## src/rtl/core/assert_macros.svh

```systemverilog
// Assertion helpers for the RTL top level.
`ifndef ASSERT_MACROS_SVH
`define ASSERT_MACROS_SVH

// Same-cycle implication, checked out of reset.
`define VARM_ASSERT_IMP(lbl, clk, rstn, ante, cons) \
    lbl: assert property (@(posedge clk) disable iff (!(rstn)) (ante) |-> (cons)) \
        else $error("same-cycle check failed");

// Next-cycle implication, checked out of reset.
`define VARM_ASSERT_NXT(lbl, clk, rstn, ante, cons) \
    lbl: assert property (@(posedge clk) disable iff (!(rstn)) (ante) |=> (cons)) \
        else $error("next-cycle check failed");

`endif

```

## src/rtl/core/varm_outbuf.sv

```systemverilog
module varm_outbuf #(
    parameter int DATA_W = 8
) (
    input  logic              aclk,
    input  logic              aresetn,
    input  logic              in_valid,
    input  logic [DATA_W-1:0] in_data,
    output logic              in_ready,
    output logic              m_tvalid,
    input  logic              m_tready,
    output logic [DATA_W-1:0] m_data
);

    logic              out_v_reg, out_v_next;
    logic              skid_v_reg, skid_v_next;
    logic [DATA_W-1:0] out_d_reg;
    logic [DATA_W-1:0] skid_d_reg;
    logic              load_out, load_skid, from_skid;

    assign in_ready = !skid_v_reg;

    always_comb begin
        out_v_next  = out_v_reg;
        skid_v_next = skid_v_reg;
        load_out    = 1'b0;
        load_skid   = 1'b0;
        from_skid   = 1'b0;
        if (skid_v_reg) begin
            if (m_tready) begin
                from_skid   = 1'b1;
                skid_v_next = 1'b0;
            end
        end else if (in_valid) begin
            if (!out_v_reg || m_tready) begin
                load_out   = 1'b1;
                out_v_next = 1'b1;
            end else begin
                load_skid   = 1'b1;
                skid_v_next = 1'b1;
            end
        end else if (m_tready) begin
            out_v_next = 1'b0;
        end
    end

    always_ff @(posedge aclk) begin
        if (!aresetn) begin
            out_v_reg  <= 1'b0;
            skid_v_reg <= 1'b0;
        end else begin
            out_v_reg  <= out_v_next;
            skid_v_reg <= skid_v_next;
        end
    end

    always_ff @(posedge aclk) begin
        if (from_skid) begin
            out_d_reg <= skid_d_reg;
        end else if (load_out) begin
            out_d_reg <= in_data;
        end
        if (load_skid) begin
            skid_d_reg <= in_data;
        end
    end

    assign m_tvalid = out_v_reg;
    assign m_data   = out_d_reg;

endmodule

```

## config.mk

```make
export PLATFORM = sky130hd
export DESIGN_NAME = varm_outbuf
export DESIGN_NICKNAME = d
export VERILOG_FILES = /design/src/rtl/core/assert_macros.svh /design/src/rtl/core/varm_outbuf.sv
export SDC_FILE = /design/constraint.sdc
export NUM_CORES = 1
export LEC_CHECK = 0
export ABC_AREA = 1
export CAP_MARGIN = 20
export CORE_MARGIN = 2
export CORE_UTILIZATION = 50
export DETAILED_ROUTE_END_ITERATION = 7
export DONT_BUFFER_PORTS = 1
export SLEW_MARGIN = 20
export SYNTH_ARGS = -nofsm -noshare
export SYNTH_HDL_FRONTEND = slang
export SYNTH_SLANG_ARGS = --single-unit
export TNS_END_PERCENT = 20
```

## constraint.sdc

```tcl
create_clock -name aclk -period 1.9 [get_ports aclk]
set_input_delay 0.38 -clock aclk [delete_from_list [all_inputs] [get_ports aclk]]
set_output_delay 0.38 -clock aclk [all_outputs]
set_load 0.005 [all_outputs]
```

# Word level (Yosys, flattened, before mapping)
# Index checks and enable logic that the tools add are counted.
# W data, S select, Z words.
# op_classes
reduce_logical	6
n_eq_ne	1
bitwise_logic	1
n_mux	15
# ops
op	count
$mux W8	2
$mux W1	13
$reduce_bool A2 Y1	2
$reduce_and A3 Y1	1
$logic_not A1 Y1	2
$ne A2 B1 Y1 const B	1
$logic_or A1 B1 Y1	1
$not A1 Y1	1
# totals
out_inout_bits	10
register_bits	18

# Logic depth before layout (Yosys ltp)
# Gate-level depths: netlist (run 1).
# depth
word_depth	7
ltp_mapped	5
mapped_depth_nobuf	5

# Worst setup path before layout (run 1)
# Ideal clock, no wire load.
# synth_path
kind	in2reg
from	input port m_tready
to	register out_d_reg[0], in the netlist m_data[0] (enable)
t_arrival_ps	1173
stages	3
path_slack_ps	343
required_ps	1516
setup_ps	384
path_cell_list	buf_6 -> nor2_4 -> o21ai_0
# synth_between
elab_chain_len	5
# synth_rtl
element	line	source
from (decl)	varm_outbuf.sv:10	input logic m_tready,
$logic_or A1 B1 Y1	varm_outbuf.sv:34	if (!out_v_reg || m_tready) begin
$mux W1	varm_outbuf.sv:34	
$mux W1	varm_outbuf.sv:33	end else if (in_valid) begin
$mux W1	varm_outbuf.sv:28	if (skid_v_reg) begin
$reduce_bool A2 Y1 (no source line) (*)	-	
to (signal assigned)	varm_outbuf.sv:58	out_d_reg <= skid_d_reg;
to (signal assigned)	varm_outbuf.sv:60	out_d_reg <= in_data;
to (decl)	varm_outbuf.sv:16	logic [DATA_W-1:0] out_d_reg;
# Every way passes the cells marked *; elsewhere a longest branch is shown, timed or not.
# A chain may end at the register's enable or synchronous reset.

# Worst setup path after layout (run 1)
# layout_path
from	register skid_v_reg
to	register out_d_reg[4], in the netlist m_data[4] (enable)
# layout_between
elab_chain_len	2
# layout_rtl
element	line	source
from (decl)	varm_outbuf.sv:15	logic skid_v_reg, skid_v_next;
from (signal assigned)	varm_outbuf.sv:52	skid_v_reg <= skid_v_next;
$mux W1	varm_outbuf.sv:28	
$reduce_bool A2 Y1 (no source line) (*)	-	
# Marked as above.

==> impl_results.md, run 1 <==
- Post-Synthesis Cells: 63
- Post-route insts no fill: 81
- Detailed Route WL: 1210 um
- Total power density per cell area: ~870 nW/um^2
- Unrepaired setup endpoints after global routing: no
- Nets@finish: 80
- Clock buffer count from CTS: 3
- CP top delay family: compound AO/OA/AOI/OAI gates
- First-pass GRT wire length: 2010 um
- Status: complete, no violations
- DIE HEIGHT: 42.5 um
- Crit path DAT: 1320 ps
- Final worst-path cycle share: 73.9%
- Via Count: between 400 and 500
- Worst Setup End Kind: flip-flop
- Largest net degree at the start of global routing: 13
- Distinct cells, synth: 12
- Slew Limit Fails: 0
- Core area: between 1000 and 1500 sq um
- Setup TNS Final: 0 ps
- Seq/Total Area, Yosys: 70.2%
- Buffers plus inverters on the worst setup path: 1
- Critical path class: reg2reg
- N_diodes: 0
- Die Area: 1810 sq um
- Hold Buf Count CTS: 0
- WL/cell: 14.9 um
- Cell Rows: 13
- VDD IR max: 0.435 mV
- DRT Pass-1 Iters: 4
- DRT antenna net count: 0
- Post-CTS Setup Inserts: 0
- DP HPWL: 867 um
- CTS clk-pin slew, worst paths: 90 ps
- Tightest Pin Transition: 698 ps
- Initial cell density of the core: 55.0%
- H-tree levels: 1
- Max Buffers Root-to-Sink: 2
- Post-Syn Nets: 75
- Buffers on Ports: 0
- Synthesis Warnings: 0
- Slew headroom: a little over half
- Fmax: 712 MHz
- Die Wd: roughly 43 um
- Vias per cell: 5.59
- Clk sinks: 18
- Layout cells sized above 1: 15.2%
- Hold Vio Cnt, Final: 0
- Max-capacitance violation count: 0
- Crit-path cells: buf_4, nand2_4, o21ai_1
- FF+latch count, synth: 18
- Lkg Pwr: 0.000324 uW
- I/O pin count: 22
- Critical Path Start Type: flip-flop
- Vias in the first global route: about 420
- DRC: 0
- Reg area: 520 sq um
- Largest stage delay on the critical path: 400 ps
- Setup-failing EPs final: 0
- Gpl congestion: 0.680
- Worst EP required: 1820 ps
- Most common cell after layout, fill and taps aside: nand2_1
- Placed insts: between 70 and 80
- Worst skew pair latency: roughly 280 ps
- Multi-input combinational cell area: 173 sq um
- Clock Skew: 1.43 ps
- Root Driver: clkbuf_4
- Grt ovf: 0
- Synth-to-layout area growth: 4.55%
- Slowest-stage cell, CP: o21ai_1
- CTS tree: done
- Syn avg cell area: 11.8 sq um
- Critical Path Fanout Max: 12
- Post-CTS Resized: 0
- Min-Delay Path Class: in2reg
- Period minus WS final: approximately 1400 ps
- All-Layer GR Usage: between 10% and 20%
- Most frequent cells in the layout: nand2_1 (20), edfxtp_1 (16), nand3_1 (9)
- Initial antenna violation count: 0
- Combined area of all synthesized cells: 742 sq um
- Fillers: 123
- Initial DRC count: 22
synth_stat cells:
cell | n | share of area, %
buf_6 | 2 | 3.0
edfxtp_1 | 16 | 65
o21ai_0 | 1 | 0.67
inv_1 | 7 | 3.5
dfxtp_1 | 2 | 5.4
nor2_1 | 1 | 0.51
nand2_4 | 1 | 1.5
a21oi_2 | 1 | 1.2
nand2_2 | 2 | 1.7
nand2_1 | 20 | 10
nand3_1 | 9 | 6.1
nor2_4 | 1 | 1.5
layer usage:
| metal | up-vias | global-route usage [%] | routed length [um] |
|---|---|---|---|
| met3 | 2 | 6.90 | 65 |
| met2 | 16 | 23.1 | 620 |
| met1 | 222 | 20.5 | 514 |
| met5 | - | 0 | 0 |
| met4 | 0 | 5.63 | 8 |
| li1 | 213 | - | - |
where the power goes:
group / total [uW] / internal (uW) / leakage, uW / switching (uW)
clock: 178 / 73.4 / 0.0000138 / 105
combinational: 34.6 / 11.3 / 0.000144 / 23.3
sequential: 463 / 454 / 0.000167 / 9.32
total: 676 / 539 / 0.000324 / 137
worst reg2reg max path, stage by stage, from the launching register on:
cell and delay [ps]:
dfxtp_1 340, buf_4 200, nand2_4 110, o21ai_1 400
through the flow:
| stage | hold slack [ps] | cell area, sq um | util [%] | setup slack, ps | total power [uW] |
|---|---|---|---|---|---|
| after floorplan | 478 | 742 | - | 343 | 503 |
| after global placement | 479 | 753 | 55.8 | 244 | 506 |
| after detailed placement | 479 | 753 | 55.8 | 192 | 508 |
| after CTS | 183 | 776 | 57.5 | 181 | 680 |
| after global routing | 159 | 776 | 57.5 | 387 | 709 |
| final | 189 | 776 | 57.5 | 496 | 676 |
worst paths after layout:
path | start | end | slack, ps | depth (start not counted)
worst min-delay path | in_data[2] | skid_d_reg[2] | 190 | 0
worst min register to register | skid_d_reg[1] | m_data[1] | 550 | 2
worst max register to register | skid_v_reg | m_data[4] | 500 | 3
worst max-delay path | skid_v_reg | m_data[4] | 500 | 3
cell type report:
cell class / instances / share of cell area [%]
clock buffer: 3 / 2.90
inverter: 7 / 3.39
multi-input combinational: 36 / 22.3
sequential: 18 / 67.1
tap: 15 / 2.42
timing repair buffer: 2 / 1.94
cell families (layout without fill, tap and decap cells):
| group | Yosys count | in the layout | synth area share, % |
|---|---|---|---|
| flops | 18 | 18 | 70.2 |
| compound gates | 2 | 2 | 1.85 |
| simple gates | 34 | 34 | 21.4 |
| buf+inv | 9 | 12 | 6.58 |
No activity file was read; power rests on OpenSTA's default activity.
==> run 2: changes to the inputs <==
Settings changed: ABC_AREA 1 to 0.
Clock period 1.9 ns to 1.4 ns, I/O delays scaled along.
==> run 2 against run 1 <==
Against the previous run:
- register-to-register slack worse by 260 ps
- combinational power grew 22%
- clock-buffer cell count rose by 1
- area after synthesis shrank 7.8%
- die area is 7.0% lower
- core utilization grew 1.6 points
- via count shrank 29%
- design area shrank 2.1%
- flip-flop and latch count stayed put
- highest routed layer is now met3
==> impl_results.md, run 2 <==
- DRT Pass-1 Iters: 3
- Slew headroom: 82.3%
- Critical path class: reg2out
- R2R setup slack: 240 ps
- Initial antenna violation count: 0
- Worst setup endpoint: in_ready
- Nets@finish: 57
- Async S/R FF share, synth: 0%
- Die Wd: just over 40 um
- Distinct cells, synth: 14
- CP top delay family: flip-flops
- Final worst-path cycle share: 82.8%
- Period minus WS final: 1160 ps
- Critical Path Source: skid_v_reg
- Top-count cell post-synth: edfxtp_1
- Unrepaired setup endpoints after global routing: no
- I/O pin count: 22
- Largest stage delay on the critical path: 480 ps
- Fillers: 95
- Worst reg2reg startpoint: skid_v_reg
- Grt ovf: 0
- Lkg Pwr: 0.000264 uW
- DP HPWL: 724 um
- Initial DRC count: 10
- Combined area of all synthesized cells: around 680 sq um
- Max-capacitance violation count: 0
- Worst slack, placed: about 260 ps
- CTS clk-pin slew, worst paths: roughly 100 ps
- Syn avg cell area: around 18 sq um
- Via Count: 321
- Buffers on Ports: 0
- R2r endpoint: m_data[4]
- Worst skew pair latency: 280 ps
- Most instantiated cells after synthesis: edfxtp_1 (16), mux2_2 (8), dfxtp_1 (2), nand2_1 (2)
- Max Buffers Root-to-Sink: 2
- Post-CTS Resized: 0
- Fin util: 59.1%
- H-tree levels: 1
- Crit path DAT: 880 ps
- Root Driver: clkbuf_4
- Layout cells sized above 1: a little over 40%
- FF+latch count, synth: 18
- Slew Limit Fails: 0
- First-pass GRT wire length: approximately 1400 um
- Post-Synthesis Cells: 38
- VDD IR max: between 0.7 and 0.8 mV
- Clk sinks: 18
- Area post-placement: 723 sq um
- Min-Delay Path Class: in2reg
- Total power density per cell area: about 1300 nW/um^2
- CTS tree: done
- Core area: around 1300 sq um
- Setup-failing EPs final: 0
- Vias in the first global route: 327
- Largest area contributor in the netlist: edfxtp_1
- Ys flop type: edfxtp_1
- Critical Path Start Type: flip-flop
- Tightest Pin Transition: 265 ps
- WL/cell: 16.4 um
- DIE HEIGHT: roughly 41 um
- Die Area: 1680 sq um
- Post-synth EDFFs: 16
- Post-Syn Nets: 50
- DRC: 0
- Setup TNS Final: 0 ps
- All-Layer GR Usage: 13.7%
- Fmax: 862 MHz
- R2r worst-path depth: 2
- Buffers plus inverters on the worst setup path: 1
- DRT antenna net count: 0
- Largest net degree at the start of global routing: 11
- Detailed Route WL: 965 um
- Final WS setup: about 240 ps
- Post-route cell area: ~760 sq um
- Worst EP required: between 1000 and 1500 ps
- Hold Vio Cnt, Final: 0
- Worst Setup End Kind: primary output
- Gpl congestion: between 0.5 and 0.6
- Status: complete, no violations
- Synth top area cells: edfxtp_1 (70%), mux2_2 (13%), dfxtp_1 (5.9%), nand2_4 (1.6%), o22a_2 (1.5%)
- Hold Buf Count CTS: 0
- Synthesis Warnings: 0
- Crit-path cells: inv_1
- Clock buffer count from CTS: 3
- Area fraction of the dominant cell type after synthesis: 70.2%
- N_diodes: 0
- Initial cell density of the core: 53.3%
- Synth-to-layout area growth: 11.0%
- Cell Rows: 13
- Most frequent cells in the layout: edfxtp_1 (16), mux2_2 (8), clkbuf_4 (3)
- Clock Skew: 0.872 ps
- Most common cell after layout, fill and taps aside: edfxtp_1
- Slowest-stage cell, CP: dfxtp_1
- Vias per cell: 5.44
- Critical Path Fanout Max: 7
- Seq/Total Area, Yosys: 76.1%
- Post-CTS Setup Inserts: 0
- Levels on crit path: 1
-- run 2: cell count changes after synthesis, sizes merged --
cell and delta:
and2b +1, mux2 +8, nand2 -20, o22a +1
nor2 -1, nand3 -9, nor3 +1, nand3b +1
inv -6, nand2b +1, buf -2
-- run 2: worst min-delay path by stage --
stage,startpoint,slack (ps),to,cells after the start
2_1_floorplan,in_data[0],380,skid_d_reg[0],0
3_3_place_gp,in_data[2],380,skid_d_reg[2],0
3_5_place_dp,in_data[6],380,skid_d_reg[6],0
4_1_cts,in_data[2],80,skid_d_reg[2],0
5_1_grt,in_data[2],60,skid_d_reg[2],0
6_report,in_data[2],90,skid_d_reg[2],0
-- run 2: cell families after synthesis --
family,synth area share [%]
flip-flops,76.1
AO/OA/AOI/OAI,2.92
AND/OR/NAND/NOR,7.31
multiplexers,13.2
buffers and inverters,0.548
-- run 2: report_power, final --
part           internal [uW]  switching (uW)
registers                616            13.8
logic                   21.9            20.4
clock network            158             148
total                    796             182
-- run 2: layer usage --
metal  share of wire [%]  vias to the layer above  wire length [um]  GRT usage [%]
li1                    -                      157                 -              -
met1                  45                      151               438           17.6
met2                  48                       13               463           19.5
met3                 6.5                        0                63           5.43
met4                   0                        0                 0           7.50
met5                   0                        -                 0              0
-- run 2: stage by stage --
stage	std cells	hold slack [ps]	power, uW
after CTS	59	75.2	990
final	59	86.5	978
after global routing	59	64.8	1020
after detailed placement	55	379	686
after floorplan	38	379	672
after global placement	55	379	682
-- run 2: final cells by class --
cell class	count	area [sq um]	share of cell area, %
Timing Repair Buffer	2	15.0	1.98
Inverter	1	3.75	0.494
Sequential cell	18	520	68.5
Tap cell	15	18.8	2.47
Multi-Input combinational cell	19	165	21.7
Clock buffer	4	36.3	4.78
